`src/rtl/core/cet_pkg.sv`:
```
// Package: types, codes and constants shared by the transcoder modules.
package cet_pkg;

  localparam int UNIT_W  = 16;
  localparam int MAX_RES = 3;
  localparam int QDEPTH  = 4;
  localparam int QPTR_W  = $clog2(QDEPTH);
  localparam int QCNT_W  = QPTR_W + 1;

  localparam logic [7:0] REPL_CHAR = 8'hBF;
  localparam logic [7:0] CONT_MARK = 8'h80;
  localparam logic [7:0] LEAD2     = 8'hC0;
  localparam logic [7:0] LEAD3     = 8'hE0;

  typedef enum logic [2:0] {
    MODE_L1_UTF8   = 3'd0,
    MODE_UTF8_L1   = 3'd1,
    MODE_UCS2_L1   = 3'd2,
    MODE_UCS2_UTF8 = 3'd3,
    MODE_UTF8_UCS2 = 3'd4,
    MODE_L1_UCS2   = 3'd5
  } mode_t;

  typedef struct packed {
    logic [MAX_RES-1:0][UNIT_W-1:0] unit;
    logic [1:0]                     cnt;
  } pkt_t;

  typedef struct packed {
    logic full;
    logic empty;
  } q_stat_t;

endpackage

```
`src/rtl/core/cet_front.sv`:
```
// Front end: mode register, pending UTF-8 state, per-word result packet.
module cet_front import cet_pkg::*; (
  input  logic              clk,
  input  logic              rst_n,
  input  logic              cfg_we,
  input  logic [2:0]        cfg_wdata,
  input  logic              accept,
  input  logic [UNIT_W-1:0] in_unit,
  input  logic              in_last,
  output logic              pkt_push,
  output pkt_t              pkt
);

  logic [2:0]        mode_r;
  logic [7:0]        lead_r, lead_nxt;
  logic [1:0]        need_r, need_nxt;
  logic [UNIT_W-1:0] gath_r, gath_nxt;
  logic [7:0]        b;
  logic [15:0]       u;
  logic [UNIT_W-1:0] v2;

  assign u  = in_unit;
  assign b  = in_unit[7:0];
  assign v2 = {5'd0, lead_r[4:0], b[5:0]};

  always_comb begin
    lead_nxt = lead_r;
    need_nxt = need_r;
    gath_nxt = gath_r;
    pkt      = '0;
    case (mode_r)
      MODE_L1_UTF8: begin
        if (b[7]) begin
          pkt.unit[0] = {8'd0, LEAD2 | {6'd0, b[7:6]}};
          pkt.unit[1] = {8'd0, CONT_MARK | {2'd0, b[5:0]}};
          pkt.cnt     = 2'd2;
        end else begin
          pkt.unit[0] = {8'd0, b};
          pkt.cnt     = 2'd1;
        end
      end
      MODE_UTF8_L1: begin
        pkt.cnt = 2'd1;
        if (need_r != 2'd0) begin
          pkt.unit[0] = v2;
          lead_nxt = '0;
          need_nxt = '0;
          gath_nxt = '0;
        end else if (!b[7]) begin
          pkt.unit[0] = {8'd0, b};
        end else if (b inside {[8'hC0:8'hC3]} && !in_last) begin
          lead_nxt = b;
          need_nxt = 2'd1;
          pkt.cnt  = 2'd0;
        end else begin
          pkt.unit[0] = {8'd0, REPL_CHAR};
        end
      end
      MODE_UCS2_L1: begin
        pkt.unit[0] = (u > 16'd255) ? {8'd0, REPL_CHAR} : u;
        pkt.cnt     = 2'd1;
      end
      MODE_UCS2_UTF8: begin
        if (u <= 16'h007F) begin
          pkt.unit[0] = u;
          pkt.cnt     = 2'd1;
        end else if (u <= 16'h07FF) begin
          pkt.unit[0] = {8'd0, LEAD2 | {3'd0, u[10:6]}};
          pkt.unit[1] = {8'd0, CONT_MARK | {2'd0, u[5:0]}};
          pkt.cnt     = 2'd2;
        end else begin
          pkt.unit[0] = {8'd0, LEAD3 | {4'd0, u[15:12]}};
          pkt.unit[1] = {8'd0, CONT_MARK | {2'd0, u[11:6]}};
          pkt.unit[2] = {8'd0, CONT_MARK | {2'd0, u[5:0]}};
          pkt.cnt     = 2'd3;
        end
      end
      MODE_UTF8_UCS2: begin
        if (need_r == 2'd1) begin
          if (lead_r >= 8'hF0) begin
            pkt.unit[0] = '0;
          end else if (lead_r >= 8'hE0) begin
            pkt.unit[0] = gath_r | {10'd0, b[5:0]};
          end else begin
            pkt.unit[0] = v2;
          end
          pkt.cnt  = 2'd1;
          lead_nxt = '0;
          need_nxt = '0;
          gath_nxt = '0;
        end else begin
          if (need_r != 2'd0) begin
            if (need_r == 2'd2 && lead_r < 8'hF0) begin
              gath_nxt = gath_r | {4'd0, b[5:0], 6'd0};
            end
            need_nxt = need_r - 2'd1;
          end else if (!b[7]) begin
            pkt.unit[0] = {8'd0, b};
            pkt.cnt     = 2'd1;
          end else if (b inside {[8'hC2:8'hDF]}) begin
            lead_nxt = b;
            need_nxt = 2'd1;
          end else if (b inside {[8'hE0:8'hEF]}) begin
            lead_nxt = b;
            need_nxt = 2'd2;
            gath_nxt = {b[3:0], 12'd0};
          end else if (b inside {[8'hF0:8'hF3]}) begin
            lead_nxt = b;
            need_nxt = 2'd3;
            gath_nxt = '0;
          end
          if (in_last) begin
            lead_nxt = '0;
            need_nxt = '0;
            gath_nxt = '0;
          end
        end
      end
      MODE_L1_UCS2: begin
        pkt.unit[0] = {8'd0, b};
        pkt.cnt     = 2'd1;
      end
      default: begin
        pkt.cnt = 2'd0;
      end
    endcase
  end

  assign pkt_push = accept && (pkt.cnt != 2'd0);

  always_ff @(posedge clk) begin
    if (!rst_n) begin
      mode_r <= MODE_L1_UTF8;
      lead_r <= '0;
      need_r <= '0;
      gath_r <= '0;
    end else if (cfg_we) begin
      mode_r <= cfg_wdata;
      lead_r <= '0;
      need_r <= '0;
      gath_r <= '0;
    end else if (accept) begin
      lead_r <= lead_nxt;
      need_r <= need_nxt;
      gath_r <= gath_nxt;
    end
  end

endmodule

```
`src/rtl/core/cet_queue.sv`:
```
// Packet queue between front end and serializer.
module cet_queue import cet_pkg::*; (
  input  logic    clk,
  input  logic    rst_n,
  input  logic    wr_en,
  input  pkt_t    wr_pkt,
  input  logic    rd_en,
  output pkt_t    rd_pkt,
  output q_stat_t stat
);

  pkt_t              mem_r [QDEPTH];
  logic [QPTR_W-1:0] wp_r, rp_r;
  logic [QCNT_W-1:0] cnt_r, cnt_nxt;
  logic              do_wr, do_rd;

  assign stat.full  = (cnt_r == QCNT_W'(QDEPTH));
  assign stat.empty = (cnt_r == '0);
  assign do_wr      = wr_en && !stat.full;
  assign do_rd      = rd_en && !stat.empty;
  assign rd_pkt     = mem_r[rp_r];

  always_comb begin
    cnt_nxt = cnt_r;
    if (do_wr && !do_rd) cnt_nxt = cnt_r + 1'b1;
    else if (do_rd && !do_wr) cnt_nxt = cnt_r - 1'b1;
  end

  always_ff @(posedge clk) begin
    if (do_wr) mem_r[wp_r] <= wr_pkt;
  end

  always_ff @(posedge clk) begin
    if (!rst_n) begin
      wp_r  <= '0;
      rp_r  <= '0;
      cnt_r <= '0;
    end else begin
      if (do_wr) wp_r <= wp_r + 1'b1;
      if (do_rd) rp_r <= rp_r + 1'b1;
      cnt_r <= cnt_nxt;
    end
  end

endmodule

```
`src/rtl/core/cet_back.sv`:
```
// Back end: serializes queued packets into the output word register.
module cet_back import cet_pkg::*; (
  input  logic              clk,
  input  logic              rst_n,
  input  pkt_t              head,
  input  q_stat_t           qstat,
  output logic              q_pop,
  input  logic              pop,
  output logic              empty,
  output logic [UNIT_W-1:0] out_unit,
  output logic              out_run_last
);

  logic              valid_r, valid_nxt;
  logic [UNIT_W-1:0] unit_r;
  logic              last_r;
  logic [1:0]        idx_r, idx_nxt;
  logic              load, is_end;

  assign load   = !qstat.empty && (!valid_r || pop);
  assign is_end = (idx_r == head.cnt - 2'd1);
  assign q_pop  = load && is_end;

  always_comb begin
    valid_nxt = valid_r;
    idx_nxt   = idx_r;
    if (load) begin
      valid_nxt = 1'b1;
      idx_nxt   = is_end ? 2'd0 : idx_r + 2'd1;
    end else if (pop) begin
      valid_nxt = 1'b0;
    end
  end

  always_ff @(posedge clk) begin
    if (load) begin
      unit_r <= head.unit[idx_r];
      last_r <= is_end;
    end
  end

  always_ff @(posedge clk) begin
    if (!rst_n) begin
      valid_r <= 1'b0;
      idx_r   <= '0;
    end else begin
      valid_r <= valid_nxt;
      idx_r   <= idx_nxt;
    end
  end

  assign empty        = !valid_r;
  assign out_unit     = unit_r;
  assign out_run_last = last_r;

  a_idx_in_pkt: assert property (@(posedge clk) disable iff (!rst_n)
    !qstat.empty |-> (idx_r < head.cnt))
    else $error("serializer index beyond packet");

  a_mid_pkt_held: assert property (@(posedge clk) disable iff (!rst_n)
    (idx_r != 2'd0) |-> !qstat.empty)
    else $error("packet left queue before all words sent");

  a_pop_marks_last: assert property (@(posedge clk) disable iff (!rst_n)
    q_pop |=> (valid_r && last_r))
    else $error("final word of packet not flagged");

endmodule

```
`src/rtl/core/character_encoding_transcoder.sv`:
```
// Top level: streaming UTF-8 / Latin-1 / UCS-2 transcoder.
// Usage:
//   Input is a queue write port: a word (in_unit, in_last) is taken at a
//   clock edge with push high and full low. Results are a queue read port:
//   while empty is low, out_unit/out_run_last hold the oldest result, taken
//   at an edge with pop high. out_run_last flags the final result of a word.
//   cfg_we/cfg_wdata set the conversion mode and clear any pending sequence;
//   write it only while idle.
// Path: a taken word is queued as a packet, then serialized into the output register.
// Throughput: one word per cycle when each word yields one result and pop
//   is high; the serializer emits one result per cycle while pop is high,
//   so a word with k results holds the output until all k are taken. A
//   four-packet queue between the front end and the serializer absorbs such
//   bursts; words yielding no result use no queue slot.
// Reset: synchronous, active low; mode returns to Latin-1 to UTF-8, pending
//   state and queue are cleared, no result is shown.
// Stall: if pop stays low, the queue fills and full rises; nothing is lost.
module character_encoding_transcoder import cet_pkg::*; (
  input  logic              clk,
  input  logic              rst_n,
  input  logic              cfg_we,
  input  logic [2:0]        cfg_wdata,
  input  logic              push,
  output logic              full,
  input  logic [UNIT_W-1:0] in_unit,
  input  logic              in_last,
  output logic              empty,
  input  logic              pop,
  output logic [UNIT_W-1:0] out_unit,
  output logic              out_run_last
);

  logic    accept, pkt_push, q_pop;
  pkt_t    pkt, head;
  q_stat_t qstat;

  assign full   = qstat.full;
  assign accept = push && !qstat.full;

  cet_front u_front (
    .clk       (clk),
    .rst_n     (rst_n),
    .cfg_we    (cfg_we),
    .cfg_wdata (cfg_wdata),
    .accept    (accept),
    .in_unit   (in_unit),
    .in_last   (in_last),
    .pkt_push  (pkt_push),
    .pkt       (pkt)
  );

  cet_queue u_queue (
    .clk    (clk),
    .rst_n  (rst_n),
    .wr_en  (pkt_push),
    .wr_pkt (pkt),
    .rd_en  (q_pop),
    .rd_pkt (head),
    .stat   (qstat)
  );

  cet_back u_back (
    .clk          (clk),
    .rst_n        (rst_n),
    .head         (head),
    .qstat        (qstat),
    .q_pop        (q_pop),
    .pop          (pop),
    .empty        (empty),
    .out_unit     (out_unit),
    .out_run_last (out_run_last)
  );

endmodule

```
`config.mk`:
```
export PLATFORM = sky130hd
export DESIGN_NAME = character_encoding_transcoder
export DESIGN_NICKNAME = d
export VERILOG_FILES = /design/src/rtl/core/cet_pkg.sv /design/src/rtl/core/cet_front.sv /design/src/rtl/core/cet_queue.sv /design/src/rtl/core/cet_back.sv /design/src/rtl/core/character_encoding_transcoder.sv
export SDC_FILE = /design/constraint.sdc
export NUM_CORES = 1
export LEC_CHECK = 0
export ABC_AREA = 1
export BUFFER_PORTS_ARGS = -buffer_cell sky130_fd_sc_hd__buf_2
export CAP_MARGIN = 20
export CORE_UTILIZATION = 60
export CTS_CLUSTER_DIAMETER = 150
export CTS_CLUSTER_SIZE = 24
export DETAILED_ROUTE_END_ITERATION = 10
export PLACE_DENSITY = 0.8
export SETUP_SLACK_MARGIN = 0.4
export SLEW_MARGIN = 10
export SYNTH_ARGS = -nofsm -noshare
export SYNTH_HDL_FRONTEND = slang
export SYNTH_SLANG_ARGS = --single-unit
```
`constraint.sdc`:
```
create_clock -name clk -period 6.4 [get_ports clk]
set_input_delay 1.28 -clock clk [delete_from_list [all_inputs] [get_ports clk]]
set_output_delay 1.28 -clock clk [all_outputs]
set_load 0.02 [all_outputs]
```
After elaboration in Yosys (flattened, before gate mapping)
Memories as Yosys holds them, arrays and structs flattened. A register that Yosys moved wholly into a read port is not among the register bits.
Index checks and enable logic that the tools add are counted.
- output and inout bits: 19
- memories: 1
- word-level logic and storage cells: 155
- input port bits: 25
- register bits after elaboration: 56
- memory bits (writable): 200
- muxes and demuxes: 65
- magnitude comparators: 15
- eq/ne operators: 20
- bitwise logic cells: 3
- reduce and logical (&&, ||, !) cells: 33
- add/subtract/negate cells: 7
- memories (name ; words ; bits a word ; read ports ; clocked after memory_dff ; wr ports ; line ; source):
    u_queue.mem_r ; 4 ; 50 ; 1 ; 1 ; 1 ; cet_queue.sv:12 ; pkt_t mem_r [QDEPTH];
- operators by type and width (cell ; count):
    2-to-1 mux 16 bit ; 16
    2-to-1 mux 8 bit ; 13
    one-hot mux 16 bit (6 select lines) ; 1
    one-hot mux 16 bit (2 select lines) ; 2
    2-to-1 mux 18 bit ; 3
    >= comparator 8 bit, second input constant ; 6
    binary-select mux 16 bit (select 2 bit) ; 1
    less-or-equal comparator 8 bit, second input constant ; 4
    2-to-1 mux 32 bit ; 1
    2-to-1 mux 2 bit ; 15
    2-to-1 mux 24 bit ; 1
    > comparator 16 x 8 -> 1 bit, second input constant ; 1
    less-or-equal comparator 16 x 11 -> 1 bit, second input constant ; 1
    less-or-equal comparator 16 x 7 -> 1 bit, second input constant ; 1
    bitwise OR 16 x 12 -> 16 bit ; 1
    bitwise OR 16 x 6 -> 16 bit ; 1
    one-hot mux 8 bit (2 select lines) ; 1
    logical AND 1 bit ; 14
    AND reduction 7 bit ; 2
    != test 6 x 2 -> 1 bit, second input constant ; 2
    2-to-1 mux 10 bit ; 1
    != test 5 x 3 -> 1 bit, second input constant ; 2
    one-hot mux 2 bit (5 select lines) ; 1
    nonzero test 2 bit ; 5
    other kinds (28) ; 47

Depth between registers and ports, before layout
Gate-level depths: netlist of run 1.
- depth in word-level cells: 14
- depth in mapped cells: 17
- gate-level depth less buffers: 17

Modules after synthesis
A second synthesis of run 1 with hierarchy kept.
- cells, all modules: 1073
- area total of the unflattened synthesis: 11527.3 um^2
- modules (own cells, without submodules) (module ; instances ; area each (um^2) ; cells each ; sequential area each (um^2)):
    cet_queue ; 1 ; 8039.0 ; 553 ; 6185.9
    cet_front ; 1 ; 2366.0 ; 395 ; 460.4
    cet_back ; 1 ; 1112.3 ; 123 ; 570.5
    character_encoding_transcoder ; 1 ; 10.0 ; 2 ; 0.0

Least setup slack after synthesis of run 1
No wires, ideal clock.
- kind: input to register
- from: input in_unit[13]
- to: memory u_queue.mem_r[0][0] (netlist name), enable pin
- library setup time: 421 ps
- path slack: 2401 ps
- stages on the path: 9
- buffers on the path: 0
- arrival: 3578 ps
- data required time: 5979 ps
- path through: nor2_1 -> nand2_1 -> nor2_2 -> nand2_1 -> nand2_1 -> nand2_1 -> nand3_2 -> nand2_2 -> nor2_1
- word-level cells in the longest chain between the ends: 9
- elaborated cells between the ends (all ways): 10
- classes of those cells: order compare: 2; mux: 5; reduce/logical: 3
- RTL lines (item ; line ; source):
    from (decl) ; character_encoding_transcoder.sv:25 ; input logic [UNIT_W-1:0] in_unit,
    less-or-equal comparator 16 x 11 -> 1 bit ; cet_front.sv:67 ; end else if (u <= 16'h07FF) begin
    2-to-1 mux 24 bit ; cet_front.sv:67 ;
    2-to-1 mux 18 bit (*) ; cet_front.sv:64 ; if (u <= 16'h007F) begin
    one-hot mux 2 bit (5 select lines) (*) ; cet_front.sv:31 ; case (mode_r)
    nonzero test 2 bit (*) ; cet_front.sv:129 ; assign pkt_push = accept && (pkt.cnt != 2'd0);
    logical AND 1 bit (*) ; cet_front.sv:129 ;
    logical AND 1 bit (*) ; cet_queue.sv:19 ; assign do_wr = wr_en && !stat.full;
    2-to-1 mux 1 bit (*) ; cet_queue.sv:30 ; if (do_wr) mem_r[wp_r] <= wr_pkt;
    2-to-1 mux 1 bit (implied by the code) (*) ; cet_queue.sv:30 ;
    to (decl) ; cet_queue.sv:12 ;
Mark *: on every way between the ends. The rest lies on a longest branch, timed or not.

Worst setup path after layout of run 1
- from: input in_unit[13]
- to: register u_queue.cnt_r[2]
- word-level cells in the longest chain between the ends: 10
- elaborated cells between the ends (all ways): 13
- classes of those cells: order compare: 2; mux: 4; reduce/logical: 7
- RTL lines (item ; line ; source):
    less-or-equal comparator 16 x 11 -> 1 bit ; cet_front.sv:67 ;
    2-to-1 mux 24 bit ; cet_front.sv:67 ;
    2-to-1 mux 18 bit (*) ; cet_front.sv:64 ;
    one-hot mux 2 bit (5 select lines) (*) ; cet_front.sv:31 ;
    nonzero test 2 bit (*) ; cet_front.sv:129 ;
    logical AND 1 bit (*) ; cet_front.sv:129 ;
    logical AND 1 bit (*) ; cet_queue.sv:19 ;
    net u_queue.do_wr ; cet_queue.sv:15 ; logic do_wr, do_rd;
    zero test 1 bit ; cet_queue.sv:26 ; else if (do_rd && !do_wr) cnt_nxt = cnt_r - 1'b1;
    logical AND 1 bit ; cet_queue.sv:26 ;
    nonzero test 2 bit (no line) ; n/a ;
    to (signal assigned) ; cet_queue.sv:41 ; cnt_r <= cnt_nxt;
    to (decl) ; cet_queue.sv:14 ; logic [QCNT_W-1:0] cnt_r, cnt_nxt;
Mark *: on every way through the listed nets, which the timed path passes. The rest lies on a longest branch.
A chain may end at the register's enable or synchronous reset.

==> results of run 1 <==
## metrics by stage
step / area, um2 / hold slack, ns / util (%) / instances / total power [mW]
4_1_cts: 8990 / 0.460 / 70.4 / 1008 / 3.37
5_1_grt: 8990 / 0.482 / 70.4 / 1008 / 3.52
3_3_place_gp: 8390 / 0.446 / 65.7 / 976 / 2.29
6_report: 8990 / 0.459 / 70.4 / 1008 / 3.37
3_5_place_dp: 8390 / 0.452 / 65.7 / 976 / 2.33
2_1_floorplan: 7990 / 0.431 / - / 776 / 2.07
## power groups by stage
stage / registers, mW / logic (mW) / clock network (mW)
2_1_floorplan: 1.61 / 0.460 / 0
3_3_place_gp: 1.53 / 0.763 / 0
3_5_place_dp: 1.54 / 0.790 / 0
4_1_cts: 1.52 / 0.797 / 1.06
5_1_grt: 1.53 / 0.882 / 1.10
6_report: 1.52 / 0.799 / 1.05
## final cells by class
class	count	area, um2	share of cell area, %
well taps	172	215	2.39
clock inverters	15	175	1.95
multi-input cells	502	2580	28.7
flip-flops and latches	180	5060	56.2
inverters	71	267	2.96
clock buffers	17	425	4.73
repair buffers	51	275	3.06
## synth_stat cells (all sizes together)
cell / instances
dfxtp: 35
o211ai: 4
fa: 1
o21bai: 1
nand4: 12
o21ai: 97
buf: 4
nand3b: 1
o221ai: 3
nor2: 142
o2111ai: 2
clkinv: 2
inv: 69
nand3: 43
nand2: 102
o31ai: 1
o211a: 4
xor2: 1
nor3: 5
a22oi: 1
a21oi: 45
nor4: 1
a31oi: 1
o21a: 1
o22ai: 25
a211oi: 1
edfxtp: 145
and2: 1
ha: 5
a22o: 2
clkbuf: 19
## layer usage
layer	share of wire [%]	track usage, %	vias to the layer above	routed length (um)
li1	-	-	2821	-
met1	40	35.5	2854	7400
met2	48	46.4	314	8990
met3	8.7	5.98	50	1620
met4	3.1	14.1	0	569
met5	0	0	-	0
## state kept, by name (all words and copies together) (netlist names), named ones only
register and flops:
u_front.mode_r 3, u_back.out_run_last 1, u_back.idx_r 2, u_front.gath_r 10
u_queue.cnt_r 3, u_queue.rp_r 2, u_back.out_unit 16, u_back.valid_r 1
u_front.lead_r 8, u_queue.wp_r 2, u_front.need_r 2, u_queue.mem_r 128
## worst max-delay path, delay by kind of cell
family / cells / cell delay [ns]
fa+ha+maj: 2 / 0.58
compound gates: 4 / 0.48
simple gates: 8 / 1.23
buf+inv: 3 / 0.27
## worst max-delay path by stage
stage	slack, ns	cells after the start	end
detailed placement	2.46	17	u_queue.cnt_r[2]$_SDFFE_PN0P_
finish	2.87	17	u_queue.cnt_r[2]$_SDFFE_PN0P_
global placement	2.57	17	u_queue.cnt_r[2]$_SDFFE_PN0P_
floorplan	2.40	9	u_queue.mem_r[0][0]$_DFFE_PP_
CTS	2.90	17	u_queue.cnt_r[2]$_SDFFE_PN0P_
global route	2.67	17	u_queue.cnt_r[2]$_SDFFE_PN0P_
## logic make-up after synthesis
kind of cell	synth area share [%]
and+or+nand+nor	17.5
AOI/OAI and AO/OA	13.5
DFF	63.3
buffers and inverters	4.54
adders and majority gates	1.03
xor gates and xnor gates	0.110
==> key figures, run 1 <==
Clocking
  – Cell at the root of the clock tree: clkbuf_16
  – Setup fix buffers added after clock tree synthesis: 0
  – Post-CTS Hold Fix Bufs: 0
  – Clk buf depth: 2
  – Post-CTS Resized: 0
  – Clock tree from TritonCTS: built
  – Clock latency on the worst-skew pair: 0.43 ns
  – Number of buffers created by CTS: 17
  – Clock-pin slew on the worst setup and hold paths: 0.07 ns
  – # clock sinks: 180
  – Number of levels in the clock H-tree: 4

Synth
  – Top cells by area in the synthesized netlist: edfxtp_1 55%, dfxtp_1 8.8%, nor2_1 5.9%
  – Post-synthesis sequential area ratio: 63.3%
  – Warning count from the yosys run: 0
  – Post-synthesis register bit count: 180
  – Synth Area per Inst: 10.3 um2
  – Area share of the leading cell type in the synthesized netlist: 54.5%
  – Number of instances in the synthesized netlist: 776
  – Post-synthesis cell type count: 44
  – Most area-hungry cell type in the Yosys netlist: edfxtp_1
  – Cell Area, Synth: 7990 um2
  – Synthesized net count: 807

Setup path
  – Capturing point of the worst reg2reg path: u_queue.cnt_r[2]$_SDFFE_PN0P_
  – Cell with the most instances on the worst path: nand2_1
  – Category of the critical setup timing path: in -> reg
  – Number of cells on the worst reg-to-reg path: 14
  – Worst reg-to-reg setup slack: ~3.1 ns
  – Crit path arrival time: 3.85 ns
  – Critical Path Start: in_unit[13]
  – CP max FO: 7
  – List of cells traversed by the critical path: buf_2 > nor2_1 > nand2_1 > nor2_2 > nand2_1 > nand2_1 > nand2_1 > nand3_2 > nand2_2 > inv_1 > ha_1 > inv_1 > fa_1 > a21oi_1 > o21ai_0 > o21ai_0 > a21oi_1
  – Crit end category: flop
  – Slowest stage cell, crit path: fa_1
  – Data required time of the worst path: around 6.7 ns
  – Maximum single-stage delay on the critical path: 0.44 ns
  – Launching element type of the critical path: input pin

STA
  – Number of hold-slack violations in the final timing report: 0
  – Number of pins with negative max-slew slack in the final report: 0
  – Highest achievable clock rate: 283 MHz
  – Largest clock skew in the final design: 0.0104 ns
  – Post-Route Setup TNS: 0 ns
  – RSZ-0062 raised after global routing: false
  – PnR worst setup slack: roughly 2.9 ns
  – Final setup fails: 0
  – Fraction of the cycle the final worst path needs: about 55%
  – Min Tclk post-route: 3.53 ns
  – Relative slew slack: 32.4%
  – Slew at the pin closest to its max-slew limit: 1.01 ns

Placed design
  – Post-Place Setup Slack: 2.46 ns
  – Placer Congestion: 0.904
  – Half-perimeter wire length after detailed placement: 12100 um
  – Buffers added on ports: 43

Drt
  – First-pass iteration count of the detailed router: 5
  – Number of DRC markers in iteration 0: 506
  – Final Routed Wirelength: 18600 um
  – Total number of vias: a little over 6000
  – Post-detailed-route DRC marker count: 0
  – Antenna Violating Nets Remaining: 0
  – Number of vias per cell after detailed routing: 5.99
  – Avg WL per Cell: 18.4 um

Pwr
  – P_int: 2.31 mW
  – Part of the power in combinational logic: 23.7%
  – Leak: roughly 3.4 nW
  – VDD IR-drop max: 0.184 mV
  – Net switching share of the total power: 31.5%
  – Clock network power share: 31.2%
  – Sequential fraction of design power: 45.0%
  – Power spent charging and discharging nets: 1.06 mW
  – Pwr/cell area: 374 nW/um2

Run
  – Max-cap violation count: 0

Worst hold path
  – Launch instance of the worst min-delay path: u_front.gath_r[8]$_SDFFE_PP0P_
  – Hold path endpoint: u_front.gath_r[8]$_SDFFE_PP0P_
  – Cell count of the worst hold path: 2
  – Type of the most critical hold path: reg -> reg

Layout
  – Antenna cells: 0
  – Total of fill cells in the finished design: 920
  – Most common library cell in the layout ignoring fill and taps: edfxtp_1
  – Signed area change from the synthesized netlist to the final layout: 12.6%
  – Final-stage net count: 854
  – Fraction of final layout cells with drive strength greater than 1: 15.7%
  – Highest-count cells in the layout ignoring fill and taps: 145 x edfxtp_1, 122 x nor2_1, 92 x nand2_1

GRT
  – Global-route wire length before repair: 29600 um
  – Initial antenna violation count: 0
  – Largest net degree at the start of global routing: 65
  – Via count of the first global-routing pass: slightly below 6000
  – All-layer global routing usage: 28.2%
  – Remaining Overflow, GRT: 0

Floorplanning
  – Number of placement rows: 41
  – Core area: 12800 um2
  – Effective utilization at floorplan: 62.5%
  – Die H: 117 um
  – Total die area: ~14000 um2
  – Number of ports placed on the die boundary: between 40 and 50
  – Width of the chip: 117 um

Status
  – Outcome: finished, final reports clean
Note: power is estimated with default switching activity, not from simulation.
==> run 2, diff against run 1 <==
--- a/config.mk
+++ b/config.mk
@@ -8,11 +8,11 @@
 export ABC_AREA = 1
 export BUFFER_PORTS_ARGS = -buffer_cell sky130_fd_sc_hd__buf_2
 export CAP_MARGIN = 20
-export CORE_UTILIZATION = 60
+export CORE_UTILIZATION = 55
 export CTS_CLUSTER_DIAMETER = 150
 export CTS_CLUSTER_SIZE = 24
 export DETAILED_ROUTE_END_ITERATION = 10
-export PLACE_DENSITY = 0.8
+export PLACE_DENSITY = 0.77
 export SETUP_SLACK_MARGIN = 0.4
 export SLEW_MARGIN = 10
 export SYNTH_ARGS = -nofsm -noshare
==> constraint.sdc (replaced) <==
create_clock -name clk -period 3 [get_ports clk]
set_input_delay 0.6 -clock clk [delete_from_list [all_inputs] [get_ports clk]]
set_output_delay 0.6 -clock clk [all_outputs]
set_load 0.02 [all_outputs]
==> run 2 against run 1 <==
Hold slack worse by 0.0020 ns. Non-clock buffer count is 17 higher. Critical path type is now reg -> reg. Total power is 110% higher. Sequential power is 110% higher. Combinational power is 130% higher. Largest power group unchanged. Count of clock-buffer cells in the layout is 7 higher. Core utilization is 4.5 points lower. Clock skew is 0.00071 ns lower. Critical path depth is 3 lower. Sequential share of layout area is 1.5 points lower.
==> key figures, run 2 (synthesis gave the netlist of run 1 again) <==
Pwr
  – VDD IR-drop max: 0.461 mV
  – Overall power of the completed layout: 7.20 mW
  – Pwr/cell area: a little under 800 nW/um2
  – Leak: between 3 and 4 nW

Clocking
  – Clock-pin slew on the worst setup and hold paths: 0.06 ns
  – Number of levels in the clock H-tree: 4
  – Number of buffers created by CTS: 17
  – Post-CTS Hold Fix Bufs: 0
  – Clk buf depth: 2
  – Clock tree from TritonCTS: built
  – # clock sinks: 180
  – Cell at the root of the clock tree: clkbuf_16
  – Clock latency on the worst-skew pair: 0.43 ns

Layout
  – Antenna cells: 0
  – Signed area change from the synthesized netlist to the final layout: 15.9%
  – Final-stage net count: approximately 870
  – Largest register FFs: 128
  – Register with the highest flop count: u_queue.mem_r
  – Most common library cell in the layout ignoring fill and taps: edfxtp_1
  – Highest-count cells in the layout ignoring fill and taps: 145 x edfxtp_1, 122 x nor2_1, 89 x o21ai_0
  – Final std cells w/o fill: 1033
  – Fraction of final layout cells with drive strength greater than 1: approximately a fifth

GRT
  – Largest net degree at the start of global routing: 49
  – All-layer global routing usage: 26.9%
  – Initial antenna violation count: 0
  – Remaining Overflow, GRT: 0
  – Via count of the first global-routing pass: around 5600
  – Global-route wire length before repair: ~30000 um

Drt
  – Avg WL per Cell: 18.7 um
  – Antenna Violating Nets Remaining: 0
  – Number of vias per cell after detailed routing: 5.93
  – Met3 layer wire length in the routed design: 1450 um
  – Detail Route met2 WL: slightly above 9000 um
  – First-pass iteration count of the detailed router: 6
  – Final Routed Wirelength: around 19000 um
  – Post-detailed-route DRC marker count: 0
  – Highest layer used for signal routing: met4
  – Number of DRC markers in iteration 0: 723
  – Routed length on met1: roughly 8000 um
  – Total number of vias: 6130

Setup path
  – Crit path arrival time: approximately 2.8 ns
  – Data required time of the worst path: about 3.3 ns
  – CP max FO: 5
  – Slowest stage cell, crit path: fa_2
  – List of cells traversed by the critical path: inv_1 > nand2_1 > nand2_1 > nand2_1 > nand3_1 > nor2_2 > nand3_4 > nand2_4 > inv_1 > ha_1 > inv_1 > fa_2 > o21ai_0 > nor2_1
  – Crit end category: flop
  – Category of the critical setup timing path: reg -> reg
  – Launching element type of the critical path: flop
  – Maximum single-stage delay on the critical path: 0.45 ns

Placed design
  – Post-placement cell count: 996
  – Half-perimeter wire length after detailed placement: 12900 um
  – Placer Congestion: 0.965
  – Buffers added on ports: 43

Floorplanning
  – Number of placement rows: 43
  – Die H: 122 um
  – Total die area: about 15000 um2
  – Width of the chip: 122 um
  – Number of ports placed on the die boundary: 44
  – Core area: 14000 um2
  – Effective utilization at floorplan: 56.9%

STA
  – Fraction of the cycle the final worst path needs: 81.5%
  – Final setup fails: 0
  – Post-route worst hold slack: 0.457 ns
  – Number of pins with negative max-slew slack in the final report: 0
  – Slew at the pin closest to its max-slew limit: 0.759 ns
  – Min Tclk post-route: approximately 2.4 ns
  – Highest achievable clock rate: 409 MHz
  – Relative slew slack: 49.2%
  – RSZ-0062 raised after global routing: false
  – Post-Route Setup TNS: 0 ns
  – Largest clock skew in the final design: 0.00973 ns
  – Number of hold-slack violations in the final timing report: 0

Run
  – Max-cap violation count: 0

Status
  – Outcome: finished, final reports clean

Worst hold path
  – Type of the most critical hold path: reg -> reg
[run 2: changes by cell type in the layout (fill, tap and decap cells not counted), moves of 4 or more]
cell,previous run,this run
buf_12,0,5
buf_4,8,20
clkbuf_8,0,5
dfxtp_1,34,30
inv_6,5,0
nand2_1,92,87
[run 2: stage by stage]
stage / instance area [um2] / setup slack (ns) / util, %
floorplan: 8010 / 0.317 / -
global placement: 8550 / 0.188 / 60.9
detailed placement: 8550 / 0.135 / 60.9
CTS: 9150 / 0.412 / 65.1
global route: 9250 / 0.403 / 65.9
finish: 9250 / 0.554 / 65.9
[run 2: final timing paths]
check,start,slack (ns),end,depth (start not counted)
worst max-delay path,u_front.need_r[1]$_SDFFE_PP0P_,0.55,u_queue.cnt_r[1]$_SDFFE_PN0P_,14
worst min-delay path,u_front.gath_r[8]$_SDFFE_PP0P_,0.46,u_front.gath_r[8]$_SDFFE_PP0P_,2
worst max register to register,u_front.need_r[1]$_SDFFE_PP0P_,0.55,u_queue.cnt_r[1]$_SDFFE_PN0P_,14
worst min register to register,u_front.gath_r[8]$_SDFFE_PP0P_,0.46,u_front.gath_r[8]$_SDFFE_PP0P_,2
[run 2: layer usage]
layer | vias up | track usage, %
met1 | 2941 | 36.2
met4 | 0 | 11.1
met3 | 37 | 5.48
met2 | 296 | 42.5
met5 | - | 0
li1 | 2856 | -
[run 2: worst max-delay path, delay by kind of cell (launching register included)]
kind                       cells  cell delay [ns]
and+or+nand+nor                8             0.91
buffers and inverters          3             0.23
DFF                            1             0.40
AOI/OAI and AO/OA              1             0.16
adders and majority gates      2             0.61
[run 2: area by class of cell]
class                      count  area [um2]
fill                        1046        4790
multi-input combinational    502        2640
sequential                   180        5060
inverter                      71         269
clock buffer                  24         544
clock inverter                 8        45.0
tap                          180         225
timing repair buffer          68         465
[run 2: what timing repair did]
action,4_1_cts,5_1_grt
hold endpoints to repair,0,0
setup buffers,0,5
pin swaps,0,6
gates resized for setup,1,21
setup endpoints to repair,1,2
[run 2: power by group]
part	total [mW]	internal, mW	switching [mW]
Sequential	3.24	3.13	0.116
Clock	2.15	1.26	0.892
Combinational	1.80	0.547	1.25
Total	7.20	4.94	2.26
